<file path="src/hw/rtl/kst_pkg.sv">
package kst_pkg;

   localparam int DATA_WIDTH_DEF   = 32;
   localparam int FRAC_BITS_DEF    = 16;
   localparam int DT_FRAC_BITS_DEF = 24;

   localparam int CSR_INDEX_WIDTH = 3;
   localparam int CSR_DATA_WIDTH  = 32;
   localparam int IO_WIDTH        = 32;
   localparam int OP_WIDTH        = 2;
   localparam int DT_WIDTH        = 24;
   localparam int NOISE_WIDTH     = 31;

   localparam logic [CSR_INDEX_WIDTH-1:0] CSR_DT_STEP      = 3'd0;
   localparam logic [CSR_INDEX_WIDTH-1:0] CSR_Q_SPEED      = 3'd1;
   localparam logic [CSR_INDEX_WIDTH-1:0] CSR_Q_ACCEL      = 3'd2;
   localparam logic [CSR_INDEX_WIDTH-1:0] CSR_R_MEAS       = 3'd3;
   localparam logic [CSR_INDEX_WIDTH-1:0] CSR_INIT_SPEED   = 3'd4;
   localparam logic [CSR_INDEX_WIDTH-1:0] CSR_P_INIT_SPEED = 3'd5;
   localparam logic [CSR_INDEX_WIDTH-1:0] CSR_P_INIT_ACCEL = 3'd6;

   localparam logic [OP_WIDTH-1:0] OP_UPDATE = 2'd0;
   localparam logic [OP_WIDTH-1:0] OP_LOAD   = 2'd1;
   localparam logic [OP_WIDTH-1:0] OP_CLEAR  = 2'd2;

   localparam logic [DT_WIDTH-1:0]    DT_STEP_RST      = 24'd8389;
   localparam logic [NOISE_WIDTH-1:0] Q_SPEED_RST      = 31'd6554;
   localparam logic [NOISE_WIDTH-1:0] Q_ACCEL_RST      = 31'd655360;
   localparam logic [NOISE_WIDTH-1:0] R_MEAS_RST       = 31'd983040;
   localparam logic [IO_WIDTH-1:0]    INIT_SPEED_RST   = 32'd0;
   localparam logic [NOISE_WIDTH-1:0] P_INIT_SPEED_RST = 31'd65536;
   localparam logic [NOISE_WIDTH-1:0] P_INIT_ACCEL_RST = 31'd196608000;

   localparam longint CLEAR_VAR_INT = 1000;

   localparam int STEP_WIDTH = 5;
   localparam logic [STEP_WIDTH-1:0] LAST_STEP = 5'd16;

   typedef enum logic [4:0] {
      ST_IDLE  = 5'b00001,
      ST_ISSUE = 5'b00010,
      ST_ACC   = 5'b00100,
      ST_DIV   = 5'b01000,
      ST_OUT   = 5'b10000
   } state_type;

   typedef enum logic [1:0] {
      K_MUL,
      K_ADD,
      K_DIV
   } kind_type;

   typedef enum logic [4:0] {
      D_XP0, D_FP00, D_PP01, D_U, D_PP00, D_PP10, D_PP11, D_Y, D_S,
      D_K0, D_K1, D_XS, D_XA, D_C00, D_C01, D_C10, D_C11
   } dst_type;

endpackage

</file>
<file path="src/hw/rtl/kst_mul.sv">
module kst_mul #(
   parameter int DATA_WIDTH = kst_pkg::DATA_WIDTH_DEF
) (
   input  logic                          clock,
   input  logic                          en,
   input  logic signed [DATA_WIDTH:0]    op_a,
   input  logic signed [DATA_WIDTH:0]    op_b,
   output logic [2*DATA_WIDTH-1:0]       prod_ff,
   output logic                          neg_ff
);
   logic signed [DATA_WIDTH:0] abs_a, abs_b;

   always_comb begin
      abs_a = op_a[DATA_WIDTH] ? -op_a : op_a;
      abs_b = op_b[DATA_WIDTH] ? -op_b : op_b;
   end

   always_ff @(posedge clock) begin
      if (en) begin
         prod_ff <= abs_a[DATA_WIDTH-1:0] * abs_b[DATA_WIDTH-1:0];
         neg_ff  <= op_a[DATA_WIDTH] ^ op_b[DATA_WIDTH];
      end
   end
endmodule

</file>
<file path="src/hw/rtl/kst_div.sv">
module kst_div #(
   parameter int DATA_WIDTH = kst_pkg::DATA_WIDTH_DEF,
   parameter int FRAC_BITS  = kst_pkg::FRAC_BITS_DEF
) (
   input  logic                         clock,
   input  logic                         reset,
   input  logic                         start,
   input  logic signed [DATA_WIDTH-1:0] num,
   input  logic signed [DATA_WIDTH-1:0] den,
   output logic                         done_ff,
   output logic signed [DATA_WIDTH-1:0] quot,
   output logic                         quot_sat
);
   localparam int N  = DATA_WIDTH + FRAC_BITS;
   localparam int CW = $clog2(N + 1);

   logic [N-1:0]            dvd_ff, q_ff;
   logic [DATA_WIDTH-1:0]   rem_ff, den_ff;
   logic [CW-1:0]           cnt_ff;
   logic                    busy_ff, neg_ff;
   logic signed [DATA_WIDTH:0] num_x, den_x, abs_n, abs_d;
   logic [DATA_WIDTH:0]     r2;
   logic [N-1:0]            lim;

   always_comb begin
      num_x = {num[DATA_WIDTH-1], num};
      den_x = {den[DATA_WIDTH-1], den};
      abs_n = num_x[DATA_WIDTH] ? -num_x : num_x;
      abs_d = den_x[DATA_WIDTH] ? -den_x : den_x;
      r2    = {rem_ff, dvd_ff[N-1]};
      lim   = N'({1'b1, {(DATA_WIDTH-1){1'b0}}}) - N'(!neg_ff);
      if (q_ff > lim) begin
         quot     = neg_ff ? DATA_WIDTH'(-$signed({1'b0, lim})) : lim[DATA_WIDTH-1:0];
         quot_sat = 1'b1;
      end else begin
         quot     = neg_ff ? DATA_WIDTH'(-$signed({1'b0, q_ff})) : q_ff[DATA_WIDTH-1:0];
         quot_sat = 1'b0;
      end
   end

   always_ff @(posedge clock) begin
      if (reset) begin
         busy_ff <= 1'b0;
         done_ff <= 1'b0;
      end else begin
         done_ff <= 1'b0;
         if (start) begin
            busy_ff <= 1'b1;
            cnt_ff  <= CW'(N);
            dvd_ff  <= {abs_n[DATA_WIDTH-1:0], {FRAC_BITS{1'b0}}};
            rem_ff  <= '0;
            q_ff    <= '0;
            den_ff  <= abs_d[DATA_WIDTH-1:0];
            neg_ff  <= num[DATA_WIDTH-1] ^ den[DATA_WIDTH-1];
         end else if (busy_ff) begin
            dvd_ff <= {dvd_ff[N-2:0], 1'b0};
            if (r2 >= {1'b0, den_ff}) begin
               rem_ff <= DATA_WIDTH'(r2 - {1'b0, den_ff});
               q_ff   <= {q_ff[N-2:0], 1'b1};
            end else begin
               rem_ff <= r2[DATA_WIDTH-1:0];
               q_ff   <= {q_ff[N-2:0], 1'b0};
            end
            cnt_ff <= cnt_ff - 1'b1;
            if (cnt_ff == CW'(1)) begin
               busy_ff <= 1'b0;
               done_ff <= 1'b1;
            end
         end
      end
   end
endmodule

</file>
<file path="src/hw/rtl/kalman_speed_accel_tracker_top.sv">
// channel | ports                                   | beat
// req     | req_valid req_ready req_op req_speed_meas | one command
// rsp     | rsp_valid rsp_ready rsp_speed_est ...     | one estimate
// csr     | csr_we csr_index csr_wdata                | one register write
// An update beat runs 17 micro-steps on the shared multiplier/saturating adder,
// the two gains one quotient bit a cycle in the divider (on the multiplier
// when the innovation variance is zero). Load, clear and spare ops skip the steps.
// Synchronous reset reloads registers and state. One beat in flight; a stalled
// result holds and a new beat is still taken once the sequencer is idle.
module kalman_speed_accel_tracker_top #(
   parameter int DATA_WIDTH   = kst_pkg::DATA_WIDTH_DEF,
   parameter int FRAC_BITS    = kst_pkg::FRAC_BITS_DEF,
   parameter int DT_FRAC_BITS = kst_pkg::DT_FRAC_BITS_DEF
) (
   input  logic                                  clock,
   input  logic                                  reset,
   input  logic                                  req_valid,
   output logic                                  req_ready,
   input  logic [kst_pkg::OP_WIDTH-1:0]          req_op,
   input  logic signed [kst_pkg::IO_WIDTH-1:0]   req_speed_meas,
   output logic                                  rsp_valid,
   input  logic                                  rsp_ready,
   output logic signed [kst_pkg::IO_WIDTH-1:0]   rsp_speed_est,
   output logic signed [kst_pkg::IO_WIDTH-1:0]   rsp_accel_est,
   output logic                                  rsp_saturated,
   input  logic                                  csr_we,
   input  logic [kst_pkg::CSR_INDEX_WIDTH-1:0]   csr_index,
   input  logic [kst_pkg::CSR_DATA_WIDTH-1:0]    csr_wdata
);
   import kst_pkg::*;

   localparam int W = DATA_WIDTH;
   localparam logic signed [63:0] VMAX = (64'sd1 <<< (W-1)) - 64'sd1;
   localparam logic signed [63:0] VMIN = -VMAX - 64'sd1;
   localparam logic signed [63:0] BIG_RAW = 64'(CLEAR_VAR_INT) <<< FRAC_BITS;

   function automatic logic [W:0] sat64(input logic signed [63:0] v);
      if (v > VMAX) return {1'b1, VMAX[W-1:0]};
      if (v < VMIN) return {1'b1, VMIN[W-1:0]};
      return {1'b0, v[W-1:0]};
   endfunction

   function automatic logic signed [W:0] ext(input logic signed [W-1:0] v);
      return {v[W-1], v};
   endfunction

   localparam logic [W:0] C00_RST = sat64(64'({33'd0, P_INIT_SPEED_RST}));
   localparam logic [W:0] C11_RST = sat64(64'({33'd0, P_INIT_ACCEL_RST}));

   logic [DT_WIDTH-1:0]    dt_ff;
   logic [NOISE_WIDTH-1:0] qs_ff, qa_ff, r_ff, pis_ff, pia_ff;
   logic [IO_WIDTH-1:0]    ispd_ff;

   logic signed [W-1:0] xs_ff, xa_ff, c00_ff, c01_ff, c10_ff, c11_ff;
   logic signed [W-1:0] xp0_ff, fp00_ff, pp01_ff, u_ff, pp00_ff, pp10_ff, pp11_ff;
   logic signed [W-1:0] y_ff, s_ff, k0_ff, k1_ff, z_ff;
   logic                sat_ff;

   state_type            state_ff, state_in;
   logic [STEP_WIDTH-1:0] step_ff;

   logic rsp_valid_ff, rsp_sat_ff;
   logic signed [IO_WIDTH-1:0] rsp_speed_ff, rsp_accel_ff;

   logic [W:0] s_qs, s_qa, s_r, s_pis, s_pia, s_isp, s_z, s_big, s_sum;
   logic signed [W:0]   op_a, op_b, dtw, term;
   logic signed [W-1:0] op_c, op_d, wb_val;
   logic                sub, sh_dt, mul_en, div_start, wb_en, wb_flag, accept, cflag;
   kind_type            kind;
   dst_type             dst;

   logic [2*W-1:0] prod_ff, shifted, lim;
   logic           pneg_ff, tsat;
   logic signed [W+1:0] sum;
   logic           div_done;
   logic signed [W-1:0] div_q;
   logic           div_sat;
   logic signed [63:0] xs64, xa64;

   kst_mul #(.DATA_WIDTH(W)) u_mul (
      .clock(clock), .en(mul_en), .op_a(op_a), .op_b(op_b),
      .prod_ff(prod_ff), .neg_ff(pneg_ff)
   );

   kst_div #(.DATA_WIDTH(W), .FRAC_BITS(FRAC_BITS)) u_div (
      .clock(clock), .reset(reset), .start(div_start), .num(op_a[W-1:0]),
      .den(s_ff), .done_ff(div_done), .quot(div_q), .quot_sat(div_sat)
   );

   always_comb begin
      s_qs  = sat64(64'({33'd0, qs_ff}));
      s_qa  = sat64(64'({33'd0, qa_ff}));
      s_r   = sat64(64'({33'd0, r_ff}));
      s_pis = sat64(64'({33'd0, pis_ff}));
      s_pia = sat64(64'({33'd0, pia_ff}));
      s_isp = sat64(64'($signed(ispd_ff)));
      s_z   = sat64(64'(req_speed_meas));
      s_big = sat64(BIG_RAW);
      dtw   = $signed({{(W+1-DT_WIDTH){1'b0}}, dt_ff});
   end

   always_comb begin
      op_a = dtw; op_b = ext(xa_ff); op_c = xs_ff; op_d = '0;
      sub = 1'b0; sh_dt = 1'b1; kind = K_MUL; dst = D_XP0; cflag = 1'b0;
      unique case (step_ff)
         5'd0: begin op_b = ext(xa_ff); op_c = xs_ff; dst = D_XP0; end
         5'd1: begin op_b = ext(c10_ff); op_c = c00_ff; dst = D_FP00; end
         5'd2: begin op_b = ext(c11_ff); op_c = c01_ff; dst = D_PP01; end
         5'd3: begin op_a = ext(pp01_ff); op_b = dtw; op_c = fp00_ff; dst = D_U; end
         5'd4: begin
            kind = K_ADD; op_c = u_ff; op_d = s_qs[W-1:0]; cflag = s_qs[W]; dst = D_PP00;
         end
         5'd5: begin op_a = ext(c11_ff); op_b = dtw; op_c = c10_ff; dst = D_PP10; end
         5'd6: begin
            kind = K_ADD; op_c = c11_ff; op_d = s_qa[W-1:0]; cflag = s_qa[W]; dst = D_PP11;
         end
         5'd7: begin kind = K_ADD; sub = 1'b1; op_c = z_ff; op_d = xp0_ff; dst = D_Y; end
         5'd8: begin
            kind = K_ADD; op_c = pp00_ff; op_d = s_r[W-1:0]; cflag = s_r[W]; dst = D_S;
         end
         5'd9: begin
            kind = K_DIV; sh_dt = 1'b0; op_a = ext(pp00_ff);
            op_b = ext(VMAX[W-1:0]); op_c = '0; dst = D_K0;
         end
         5'd10: begin
            kind = K_DIV; sh_dt = 1'b0; op_a = ext(pp10_ff);
            op_b = ext(VMAX[W-1:0]); op_c = '0; dst = D_K1;
         end
         5'd11: begin
            sh_dt = 1'b0; op_a = ext(k0_ff); op_b = ext(y_ff); op_c = xp0_ff; dst = D_XS;
         end
         5'd12: begin
            sh_dt = 1'b0; op_a = ext(k1_ff); op_b = ext(y_ff); op_c = xa_ff; dst = D_XA;
         end
         5'd13: begin
            sh_dt = 1'b0; sub = 1'b1; op_a = ext(k0_ff); op_b = ext(pp00_ff);
            op_c = pp00_ff; dst = D_C00;
         end
         5'd14: begin
            sh_dt = 1'b0; sub = 1'b1; op_a = ext(k0_ff); op_b = ext(pp01_ff);
            op_c = pp01_ff; dst = D_C01;
         end
         5'd15: begin
            sh_dt = 1'b0; sub = 1'b1; op_a = ext(k1_ff); op_b = ext(pp00_ff);
            op_c = pp10_ff; dst = D_C10;
         end
         5'd16: begin
            sh_dt = 1'b0; sub = 1'b1; op_a = ext(k1_ff); op_b = ext(pp01_ff);
            op_c = pp11_ff; dst = D_C11;
         end
         default: begin end
      endcase
   end

   // product rescale and saturating accumulate
   always_comb begin
      shifted = sh_dt ? (prod_ff >> DT_FRAC_BITS) : (prod_ff >> FRAC_BITS);
      lim     = (2*W)'({1'b1, {(W-1){1'b0}}}) - (2*W)'(!pneg_ff);
      tsat    = 1'b0;
      if (kind == K_ADD) begin
         term = ext(op_d);
      end else if (shifted > lim) begin
         tsat = 1'b1;
         term = pneg_ff ? -$signed({1'b0, lim[W-1:0]}) : $signed({1'b0, lim[W-1:0]});
      end else begin
         term = pneg_ff ? -$signed({1'b0, shifted[W-1:0]})
                        : $signed({1'b0, shifted[W-1:0]});
      end
      sum   = sub ? ({op_c[W-1], op_c[W-1], op_c} - {term[W], term})
                  : ({op_c[W-1], op_c[W-1], op_c} + {term[W], term});
      s_sum = sat64(64'(sum));
   end

   always_comb begin
      req_ready = state_ff == ST_IDLE;
      accept    = req_valid && req_ready;
      state_in  = state_ff;
      mul_en    = 1'b0;
      div_start = 1'b0;
      wb_en     = 1'b0;
      wb_val    = s_sum[W-1:0];
      wb_flag   = tsat | s_sum[W] | cflag;
      unique case (state_ff)
         ST_IDLE: if (accept) state_in = (req_op == OP_UPDATE) ? ST_ISSUE : ST_OUT;
         ST_ISSUE: begin
            if (kind == K_DIV && s_ff != '0) begin
               div_start = 1'b1;
               state_in  = ST_DIV;
            end else begin
               mul_en   = kind != K_ADD;
               state_in = ST_ACC;
            end
         end
         ST_ACC: begin
            wb_en    = 1'b1;
            state_in = (step_ff == LAST_STEP) ? ST_OUT : ST_ISSUE;
         end
         ST_DIV: begin
            if (div_done) begin
               wb_en    = 1'b1;
               wb_val   = div_q;
               wb_flag  = div_sat;
               state_in = ST_ISSUE;
            end
         end
         ST_OUT: if (!rsp_valid_ff || rsp_ready) state_in = ST_IDLE;
         default: state_in = ST_IDLE;
      endcase
   end

   always_ff @(posedge clock) begin
      if (reset) begin
         dt_ff   <= DT_STEP_RST;
         qs_ff   <= Q_SPEED_RST;
         qa_ff   <= Q_ACCEL_RST;
         r_ff    <= R_MEAS_RST;
         ispd_ff <= INIT_SPEED_RST;
         pis_ff  <= P_INIT_SPEED_RST;
         pia_ff  <= P_INIT_ACCEL_RST;
      end else if (csr_we) begin
         unique case (csr_index)
            CSR_DT_STEP:      dt_ff   <= csr_wdata[DT_WIDTH-1:0];
            CSR_Q_SPEED:      qs_ff   <= csr_wdata[NOISE_WIDTH-1:0];
            CSR_Q_ACCEL:      qa_ff   <= csr_wdata[NOISE_WIDTH-1:0];
            CSR_R_MEAS:       r_ff    <= csr_wdata[NOISE_WIDTH-1:0];
            CSR_INIT_SPEED:   ispd_ff <= csr_wdata;
            CSR_P_INIT_SPEED: pis_ff  <= csr_wdata[NOISE_WIDTH-1:0];
            CSR_P_INIT_ACCEL: pia_ff  <= csr_wdata[NOISE_WIDTH-1:0];
            default: begin end
         endcase
      end
   end

   always_ff @(posedge clock) begin
      if (reset) begin
         state_ff <= ST_IDLE;
         step_ff  <= '0;
         xs_ff    <= '0;
         xa_ff    <= '0;
         c00_ff   <= C00_RST[W-1:0];
         c11_ff   <= C11_RST[W-1:0];
         c01_ff   <= '0;
         c10_ff   <= '0;
         sat_ff   <= 1'b0;
      end else begin
         state_ff <= state_in;
         if (accept) begin
            step_ff <= '0;
            z_ff    <= s_z[W-1:0];
            unique case (req_op)
               OP_UPDATE: sat_ff <= s_z[W];
               OP_LOAD: begin
                  xs_ff  <= s_isp[W-1:0];
                  xa_ff  <= '0;
                  c00_ff <= s_pis[W-1:0];
                  c11_ff <= s_pia[W-1:0];
                  c01_ff <= '0;
                  c10_ff <= '0;
                  sat_ff <= s_isp[W] | s_pis[W] | s_pia[W];
               end
               OP_CLEAR: begin
                  xs_ff  <= '0;
                  xa_ff  <= '0;
                  c00_ff <= s_big[W-1:0];
                  c11_ff <= s_big[W-1:0];
                  c01_ff <= '0;
                  c10_ff <= '0;
                  sat_ff <= s_big[W];
               end
               default: sat_ff <= 1'b0;
            endcase
         end
         if (wb_en) begin
            step_ff <= step_ff + 1'b1;
            sat_ff  <= sat_ff | wb_flag;
            unique case (dst)
               D_XP0:  xp0_ff  <= wb_val;
               D_FP00: fp00_ff <= wb_val;
               D_PP01: pp01_ff <= wb_val;
               D_U:    u_ff    <= wb_val;
               D_PP00: pp00_ff <= wb_val;
               D_PP10: pp10_ff <= wb_val;
               D_PP11: pp11_ff <= wb_val;
               D_Y:    y_ff    <= wb_val;
               D_S:    s_ff    <= wb_val;
               D_K0:   k0_ff   <= wb_val;
               D_K1:   k1_ff   <= wb_val;
               D_XS:   xs_ff   <= wb_val;
               D_XA:   xa_ff   <= wb_val;
               D_C00:  c00_ff  <= wb_val;
               D_C01:  c01_ff  <= wb_val;
               D_C10:  c10_ff  <= wb_val;
               D_C11:  c11_ff  <= wb_val;
               default: begin end
            endcase
         end
      end
   end

   always_comb begin
      xs64 = 64'(xs_ff);
      xa64 = 64'(xa_ff);
   end

   always_ff @(posedge clock) begin
      if (reset) begin
         rsp_valid_ff <= 1'b0;
      end else if (state_ff == ST_OUT && (!rsp_valid_ff || rsp_ready)) begin
         rsp_valid_ff <= 1'b1;
         rsp_speed_ff <= xs64[IO_WIDTH-1:0];
         rsp_accel_ff <= xa64[IO_WIDTH-1:0];
         rsp_sat_ff   <= sat_ff;
      end else if (rsp_ready) begin
         rsp_valid_ff <= 1'b0;
      end
   end

   assign rsp_valid     = rsp_valid_ff;
   assign rsp_speed_est = rsp_speed_ff;
   assign rsp_accel_est = rsp_accel_ff;
   assign rsp_saturated = rsp_sat_ff;
endmodule

</file>
<file path="config.mk">
export PLATFORM = sky130hd
export DESIGN_NAME = kalman_speed_accel_tracker_top
export DESIGN_NICKNAME = d
export VERILOG_FILES = /design/src/hw/rtl/kst_pkg.sv /design/src/hw/rtl/kst_mul.sv /design/src/hw/rtl/kst_div.sv /design/src/hw/rtl/kalman_speed_accel_tracker_top.sv
export SDC_FILE = /design/constraint.sdc
export NUM_CORES = 2
export LEC_CHECK = 0
export BUFFER_PORTS_ARGS = -buffer_cell sky130_fd_sc_hd__buf_2
export CAP_MARGIN = 20
export CORE_ASPECT_RATIO = 0.5
export CORE_MARGIN = 1
export CORE_UTILIZATION = 35
export DETAILED_ROUTE_END_ITERATION = 10
export PLACE_DENSITY = 0.54
export SLEW_MARGIN = 20
export SYNTH_ARGS = -nofsm -noshare
export SYNTH_HDL_FRONTEND = slang
export SYNTH_SLANG_ARGS = --single-unit
</file>
<file path="constraint.sdc">
create_clock -name clock -period 14.8 [get_ports clock]
set_input_delay 0.74 -clock clock [delete_from_list [all_inputs] [get_ports clock]]
set_output_delay 0.74 -clock clock [all_outputs]
set_load 0.02 [all_outputs]
</file>
==> metrics.cfg <==
[status]
status = finished, final reports clean

[floorplan]
die_area_um2 = 247000
ios = 141
fp.dieH_um = 352
num_rows = 128
floorplan.initialDensity_pct = 35.2
core_area_um2 = 244000
die_w_um = 702

[synth]
synth_cell_types = 104
synth_fa_ha_area_share_pct = 26.8
yosys.area_share.simple_pct = 15.5
synth_seq_cells = 1066
ys_seq_area_share_pct = 32.4
synthTopCellsByArea = edfxtp_1 (23%), fa_1 (21%), dfxtp_1 (9.7%)
synth_ff_type = edfxtp_1
yosys_warnings = 0
synth_area_um2 = 85800
synth-edff-count = 649
synth_cells = 9146
synth_nets = 10500
synth.avg_cell_area_um2 = 9.38
synthMuxAreaShare_pct = 1.14
synth_top_family_by_area = adder cells
netlist.area_leader.share_pct = 22.7
synth-xor-area-share_pct = 2.28
synth.largest_area_cell = edfxtp_1
async_flop_share_pct = 0
synth-compound-area-share_pct = 14.1

[drt]
drt_wl_total_um = 350000
drt_first_pass_iters = 7
initialDrtViolationCount = 9279
via_count = 71600
ant_nets = 0
wire_per_inst_um = 28.2
drc = 0
viasPerCell = 5.76

[global_routing]
track_usage_pct = 27.8
grt_pass1_vias = 68100
grt_first_pass_wirelength_um = 503000
antenna_found_initial = 20
grt_overflow_total = 0
grt_max_degree = 91

[placement]
numPortBuffers = 140
place.detailed.hpwl_um = 268000
gp_congestion = 1.01

[critical_path]
endpoint = u_mul.prod_ff[63]
required_ns = 15.29
cp.arrival_ns = 14.45
r2r_slack_ns = 0.83
slowest_delay_ns = 1.04
r2r_start = step_ff[4]
critical_path.startpoint = step_ff[4]
critPathMaxFanout = 34
cpMaxStageDelayCell = o41ai_2
criticalPathCategory = register to register
endpoint_kind = register
r2r-end = u_mul.prod_ff[63]
path_common_cell = fa_1
reg2reg_depth = 44
critPathLaunchType = register

[finish]
fillers = 24300
reg.largest.list = u_div.q_ff (48), u_mul.prod_ff (48)
final_cell_mix = nand2_1 (1649), inv_1 (1117), fa_1 (897)
drive_gt1_share_pct = 9.12
fin_nets = 10500
multi_input_area_um2 = 52400
regArea_um2 = 27800
final_common_cell = nand2_1
area_growth_pct = 11.2

[clocking]
cts_setup_buffers = 0
clockRootBuffer = clkbuf_16
clock-sinks = 1066
clock_latency_ns = 0.78
path_clk_slew_ns = 0.07
hold_buffers = 0
clockBufferDepth = 3
numCtsBuffers = 110
cts_tree = done
h-tree-depth = 3
cts_resized = 0

[sta]
min_period_ns = 13.97
whs_ns = 0.132
tightest_slew_ns = 1.27
fmax_mhz = 71.6
grt_setup_unrepaired = no
tns_ns = 0
skew_ns = 0.0907
finalSetupViolCount = 0
drv_slew = 0
slew_headroom_pct = 13.9
finalHoldViolCount = 0
fin_crit_sh_pct = 94.4

[pwr]
switching_share_pct = 25.4
p_switching_w = 0.00169
p_per_area_nw_per_um2 = 69.6
irDropWorstVdd_uv = 102
power_frac_seq_pct = 48.3
internal_power_w = 0.00496
clockPowerShare_pct = 46.0
pwr-share-comb_pct = 5.7
leakage_nw = 39.3

[hold_path]
hold_class = primary input to register

[flow_run]
timing.max_cap.violations = 0

-- how the worst min path moves through the flow --
| stage | startpoint | to | depth (start not counted) | slack (ns) |
|---|---|---|---|---|
| 2_1_floorplan | sat_ff | rsp_saturated | 0 | 0.41 |
| 5_1_grt | req_speed_meas[22] | z_ff[22] | 1 | 0.12 |
| 3_5_place_dp | c01_ff[22] | c01_ff[22] | 2 | 0.44 |
| 6_report | req_speed_meas[1] | z_ff[1] | 1 | 0.13 |
| 3_3_place_gp | pia_ff[8] | pia_ff[8] | 2 | 0.44 |
| 4_1_cts | req_speed_meas[0] | z_ff[0] | 1 | 0.10 |
-- layout make-up --
cell class                      instances  area share, %
Sequential cell                      1066           29.2
Timing Repair Buffer                  433           3.16
Clock inverter                         72          0.906
Clock buffer                          136           3.16
Inverter                             1120           4.40
Antenna cell                           15         0.0393
Multi-Input combinational cell       6351           54.9
Tap cell                             3250           4.26
-- kinds of logic (layout without fill, tap and decap cells) --
group | after synthesis | after routing
buffers and inverters | 1729 | 1761
AO/OA/AOI/OAI | 1759 | 1759
AND/OR/NAND/NOR | 2974 | 2974
flip-flops | 1066 | 1066
XOR/XNOR | 223 | 223
multiplexers | 93 | 93
other | 0 | 15
adder cells (fa/ha/maj) | 1302 | 1302
-- metrics by stage --
step	setup WS (ns)	area (um^2)	total power (W)	utilization [%]	std cells
2_1_floorplan	2.83	85800	0.00343	-	9146
4_1_cts	1.01	95400	0.00665	39.2	12400
5_1_grt	0.177	95400	0.00678	39.2	12400
3_3_place_gp	0.936	91400	0.00364	37.5	12200
6_report	0.833	95500	0.00665	39.2	12400
3_5_place_dp	1.08	91500	0.00364	37.6	12200
-- synthesized netlist by cell type, drive strengths merged, types with 15 or more instances --
cell type and instances:
a221oi 136, and3 85, fa 897, mux2i 79, a21o 80, ha 405, o211ai 49, o21a 30
or4 38, nand2b 40, xor2 81, edfxtp 649, a211oi 63, a221o 19, or2 24, a22oi 154
nor2b 73, a222oi 71, inv 1119, nand4 78, nor2 420, nand3 154, a21oi 483, o21ai 276
nand2 1652, a41oi 37, nor3 100, buf 75, o31ai 70, xnor2 142, clkbuf 534, o21bai 15
dfxtp 417, o41ai 15, a31oi 57, a22o 59, nor4 32, a311oi 25, and2 177, or3 48
-- power by group through the flow --
stage	registers (W)	clock network, W	logic, W
6_report	0.00321	0.00306	0.000377
5_1_grt	0.00321	0.00319	0.000387
4_1_cts	0.00321	0.00308	0.000365
3_5_place_dp	0.00327	0	0.000363
3_3_place_gp	0.00327	0	0.000361
2_1_floorplan	0.00325	0	0.000177
-- per-layer routing --
| metal | part of all wire, % | GRT usage, % | routed length [um] | vias up |
|---|---|---|---|---|
| li1 | - | - | - | 30800 |
| met1 | 42 | 39.7 | 149000 | 36400 |
| met2 | 42 | 40.5 | 146000 | 3812 |
| met3 | 11 | 6.53 | 37700 | 549 |
| met4 | 4.9 | 11.4 | 17100 | 14 |
| met5 | 0.080 | 0 | 280 | - |
-- worst max-delay path: cells and delay by family (launching register included) --
kind / cells / cell delay, ns
xor gates and xnor gates: 1 / 0.28
adders and majority gates: 10 / 4.57
AOI/OAI and AO/OA: 14 / 4.39
buffers and inverters: 7 / 0.87
and+or+nand+nor: 12 / 2.87
DFF: 1 / 0.70
(Power assumes the default switching activity.)
